## src/sv/temstat_pkg.sv

```systemverilog
// Package: shared constants and command/status types for the edge manifold stats unit.
package temstat_pkg;

    localparam int VERTEX_BITS = 16;
    localparam int SLOT_BITS   = 12;
    localparam int EDGE_SLOTS  = 1 << SLOT_BITS;
    localparam int KEY_BITS    = 2 * VERTEX_BITS;
    localparam int CNT_BITS    = 2;
    localparam int STAT_BITS   = 13;
    localparam int ENTRY_BITS  = 1 + KEY_BITS + CNT_BITS;
    localparam logic [63:0] HASH_MULT = 64'h9E3779B97F4A7C15;
    localparam logic [CNT_BITS-1:0] COUNT_ONE   = 2'd1;
    localparam logic [CNT_BITS-1:0] COUNT_TWO   = 2'd2;
    localparam logic [CNT_BITS-1:0] COUNT_THREE = 2'd3;

    typedef struct packed {
        logic            load;     // capture triangle
        logic [1:0]      edge_sel; // which edge to hash
        logic            hash_lo;  // first partial product step
        logic            hash_hi;  // second partial product step
        logic            hash_fin; // fold and form home slot
        logic            rd;       // issue table read at probe slot
        logic            update;   // apply probe result
        logic            clr;      // clearing sweep step
        logic            clr_start;
        logic            emit;     // capture summary, reset counters
    } temstat_cmd_t;

    typedef struct packed {
        logic            probe_done; // edge settled (inserted, counted or dropped)
        logic            clr_done;
        logic            last;
    } temstat_sts_t;

endpackage

```

## src/sv/temstat_ctrl.sv

```systemverilog
// Controller: sequences edge hashing, table probes, summary and clearing sweep.
module temstat_ctrl
    import temstat_pkg::*;
(
    input  logic         clk,
    input  logic         rst_n,
    input  logic         in_valid,
    output logic         in_ready,
    input  logic         out_busy,
    input  temstat_sts_t sts,
    output temstat_cmd_t cmd
);
    localparam logic [2:0] S_IDLE = 3'd0;
    localparam logic [2:0] S_H1   = 3'd1;
    localparam logic [2:0] S_H2   = 3'd2;
    localparam logic [2:0] S_H3   = 3'd3;
    localparam logic [2:0] S_RD   = 3'd4;
    localparam logic [2:0] S_UPD  = 3'd5;
    localparam logic [2:0] S_EMIT = 3'd6;
    localparam logic [2:0] S_CLR  = 3'd7;

    logic [2:0] state_reg, state_next;
    logic [1:0] edge_reg, edge_next;

    always_ff @(posedge clk or negedge rst_n)
    begin
        if (!rst_n)
        begin
            state_reg <= S_CLR;
            edge_reg  <= '0;
        end
        else
        begin
            state_reg <= state_next;
            edge_reg  <= edge_next;
        end
    end

    assign in_ready = (state_reg == S_IDLE);

    always_comb
    begin
        state_next   = state_reg;
        edge_next    = edge_reg;
        cmd          = '0;
        cmd.edge_sel = edge_reg;
        case (state_reg)
            S_IDLE:
            begin
                if (in_valid)
                begin
                    cmd.load   = 1'b1;
                    edge_next  = 2'd0;
                    state_next = S_H1;
                end
            end
            S_H1:
            begin
                cmd.hash_lo = 1'b1;
                state_next  = S_H2;
            end
            S_H2:
            begin
                cmd.hash_hi = 1'b1;
                state_next  = S_H3;
            end
            S_H3:
            begin
                cmd.hash_fin = 1'b1;
                state_next   = S_RD;
            end
            S_RD:
            begin
                cmd.rd     = 1'b1;
                state_next = S_UPD;
            end
            S_UPD:
            begin
                cmd.update = 1'b1;
                if (!sts.probe_done)
                    state_next = S_RD;
                else if (edge_reg != 2'd2)
                begin
                    edge_next  = edge_reg + 2'd1;
                    state_next = S_H1;
                end
                else if (sts.last)
                    state_next = S_EMIT;
                else
                    state_next = S_IDLE;
            end
            S_EMIT:
            begin
                if (!out_busy)
                begin
                    cmd.emit      = 1'b1;
                    cmd.clr_start = 1'b1;
                    state_next    = S_CLR;
                end
            end
            S_CLR:
            begin
                cmd.clr = 1'b1;
                if (sts.clr_done)
                    state_next = S_IDLE;
            end
            default:
            begin
                state_next = S_IDLE;
            end
        endcase
    end
endmodule

```

## config.mk

```make
export PLATFORM = sky130hd
export DESIGN_NAME = temstat_ctrl
export DESIGN_NICKNAME = d
export VERILOG_FILES = /design/src/sv/temstat_pkg.sv /design/src/sv/temstat_ctrl.sv
export SDC_FILE = /design/constraint.sdc
export NUM_CORES = 1
export LEC_CHECK = 0
export ABC_AREA = 1
export BUFFER_PORTS_ARGS = -buffer_cell sky130_fd_sc_hd__buf_2
export CORE_AREA = 2 2 39 41
export CTS_BUF_LIST = sky130_fd_sc_hd__clkbuf_4
export DETAILED_ROUTE_END_ITERATION = 16
export DIE_AREA = 0 0 41 43
export PLACE_DENSITY = 0.53
export SYNTH_ARGS = -nofsm -noshare
export SYNTH_HDL_FRONTEND = slang
export SYNTH_SLANG_ARGS = --single-unit
```

## constraint.sdc

```tcl
create_clock -name clk -period 2.3 [get_ports clk]
set_input_delay 0.23 -clock clk [delete_from_list [all_inputs] [get_ports clk]]
set_output_delay 0.23 -clock clk [all_outputs]
set_load 0.01 [all_outputs]
```

==> flow_summary.toml <==
[die]
rows = 14
dieWidth_um = 41
ios = 19
die_area_um2 = 1760
start_util_pct = 30.2
fp.dieH_um = 43
coreArea_um2 = 1380

[logic_synthesis]
synth_top_family_by_area = "simple AND/OR/NAND/NOR gates"
post-synth-top-area-cell = "dfstp_2"
synth_seq_area_share_pct = 30.8
synth-seq-cells = 5
synth_xor_area_share_pct = 0
yosysTopAreaCellShare_pct = 18.9
synth_cell_types = 17
yosysWarningCount = 0
synth-simple-area-share_pct = 43.7
synth-adder-area-share_pct = 2.99
synth_compound_area_share_pct = 5.99
synthTopCellsByArea = "dfstp_2 (19%), nand2_1 (14%), dfrtp_1 (12%), nor2_1 (9.9%), inv_1 (8.1%)"
syn_nets = 75
syn_area_um2 = 418
synth_mux_area_share_pct = 0
synth.avg_cell_area_um2 = 6.24
syn_inst = 67

[sta]
setup_tns_ns = 0
period_needed_ns = 1.47
slew_viol_final = 0
grt_setup_unrepaired = "false"
finClkSkew_ns = 0.00506
period_share_pct = 63.8
worst_pin_slew_ns = 0.190
slew_headroom_pct = 87.3
hold_violations = 0
final-setup-viol-count = 0
max_freq_mhz = 682

[pwr]
power_leakage_nw = 0.333
peakVddDrop_uv = 488
powerDensity_nw_per_um2 = 1150

[final_layout]
largest_reg_flops = 3
fillers = 156
drive_above_1_share_pct = 39.1
nets = 96
syn2layout_area_growth_pct = 31.1
n_antenna_cell = 0
stdcell_area_um2 = 548

[place]
gp_congestion = 0.665
place_hpwl_um = 725
portBuffers = 18
placed_cell_area_um2 = 508

[clock_tree]
cts_hold_buf = 1
post_cts_resized = 0
cts_buffers = 3
h-tree-depth = 1
cts_tree = "built"
cts.sinks = 5
cts.path.max_buffers = 2
clk_pin_slew_worst_paths_ns = 0.04
post_cts_buffers = 0
insertion_delay_ns = 0.24
root_buffer = "clkbuf_4"

[grt]
grt-ovfl-total = 0
grt_antenna_before_repair = 0
grt_pass1_wl_um = 1490
track_usage_pct = 12.5
grt_pass1_vias = 375
grt_max_degree = 11

[flow_run]
cap_viol_max_count = 0

[routing]
dr_total_vias = 457
initialDrtViolationCount = 8
dr.pass1.iters = 4
drc = 0
vias_per_cell = 4.44
ant_nets = 0
wl_um = 893
routedWlPerCell_um = 8.67

[hold_path]
min_from = "sts[1]"
hold_depth = 4
hp-class = "in2reg"
hold_end = "state_reg[0]"

[worst_setup_path]
path_cells = "inv_2, nand3_2, inv_1, buf_2"
cp_slowest_stage_delay_ns = 0.62
crit_path_top_delay_cell = "dfstp_2"
cp.arrival_ns = 1.24
r2r_slack_ns = 1.09
crit_path_end_kind = "output pin"
path_max_fanout = 9
critical_path_required_ns = 2.07
r2r_end = "edge_reg[0]"
cp-start-kind = "flop"
r2r_start = "state_reg[0]"
reg2reg_depth = 5
path_class = "reg2out"

[outcome]
status = "complete, no violations"
[how the worst max path moves through the flow]
stage	from	to	slack, ns
after floorplan	state_reg[1]	cmd[1]	0.98
after global placement	state_reg[0]	cmd[1]	1.10
after detailed placement	state_reg[0]	cmd[3]	1.08
after CTS	state_reg[0]	cmd[3]	0.81
after global routing	state_reg[1]	cmd[0]	0.71
final	state_reg[1]	cmd[3]	0.83
[power by group]
| part | total, mW | leakage [nW] | internal, mW | switching [mW] |
|---|---|---|---|---|
| sequential | 0.209 | 0.0591 | 0.140 | 0.0686 |
| clock | 0.112 | 0.0184 | 0.0773 | 0.0350 |
| combinational | 0.312 | 0.255 | 0.123 | 0.188 |
| total | 0.633 | 0.333 | 0.341 | 0.292 |
[cell usage after synthesis, drive strengths merged]
cell	number
buf	3
nand2	16
inv	13
dfrtp	2
a21oi	2
dfstp	3
o21ai	3
nand4	2
nor3	1
nor2	14
ha	1
nand3	7
[stage by stage]
stage	util, %	power, mW	setup slack [ns]	cells	hold WS, ns
6_report	39.6	0.633	0.833	103	0.215
5_1_grt	39.6	0.705	0.710	103	0.226
4_1_cts	39.6	0.643	0.811	103	0.211
3_5_place_dp	36.7	0.524	1.08	98	0.0497
3_3_place_gp	36.7	0.530	1.10	98	0.0484
2_1_floorplan	-	0.436	0.975	67	-0.0656
[kinds of logic after synthesis]
logic type,count (synthesis)
compound gates,5
simple gates,40
fa+ha+maj,1
buf+inv,16
flops,5
[final cells by class]
class	count	area (µm²)	share of cell area, %
well taps	16	20.0	3.65
clock buffers	4	30.0	5.48
multi-input cells	46	220	40.2
flip-flops and latches	5	129	23.5
repair buffers	19	100	18.3
inverters	13	48.8	8.90
[critical path: cells and delay by family, from the launching register on]
family	cells	cell delay, ns
DFF	1	0.62
and+or+nand+nor	1	0.12
buffers and inverters	3	0.26
[cell usage in the layout, fill, tap and decap left out, types with 3 or more instances in the layout]
cell type  instances
buf_2             18
dfstp_2            3
nand3_1            5
nor2_1            11
inv_1              9
inv_2              4
nand2_1           16
clkbuf_4           4
nor2_2             3
[routing by layer]
| layer | GRT usage, % | wire (µm) |
|---|---|---|
| met1 | 16.3 | 422 |
| met3 | 6.28 | 88 |
| met2 | 17.5 | 382 |
| met5 | 0 | 0 |
| met4 | 4.00 | 0 |
No activity file was read; power rests on OpenSTA's default activity.
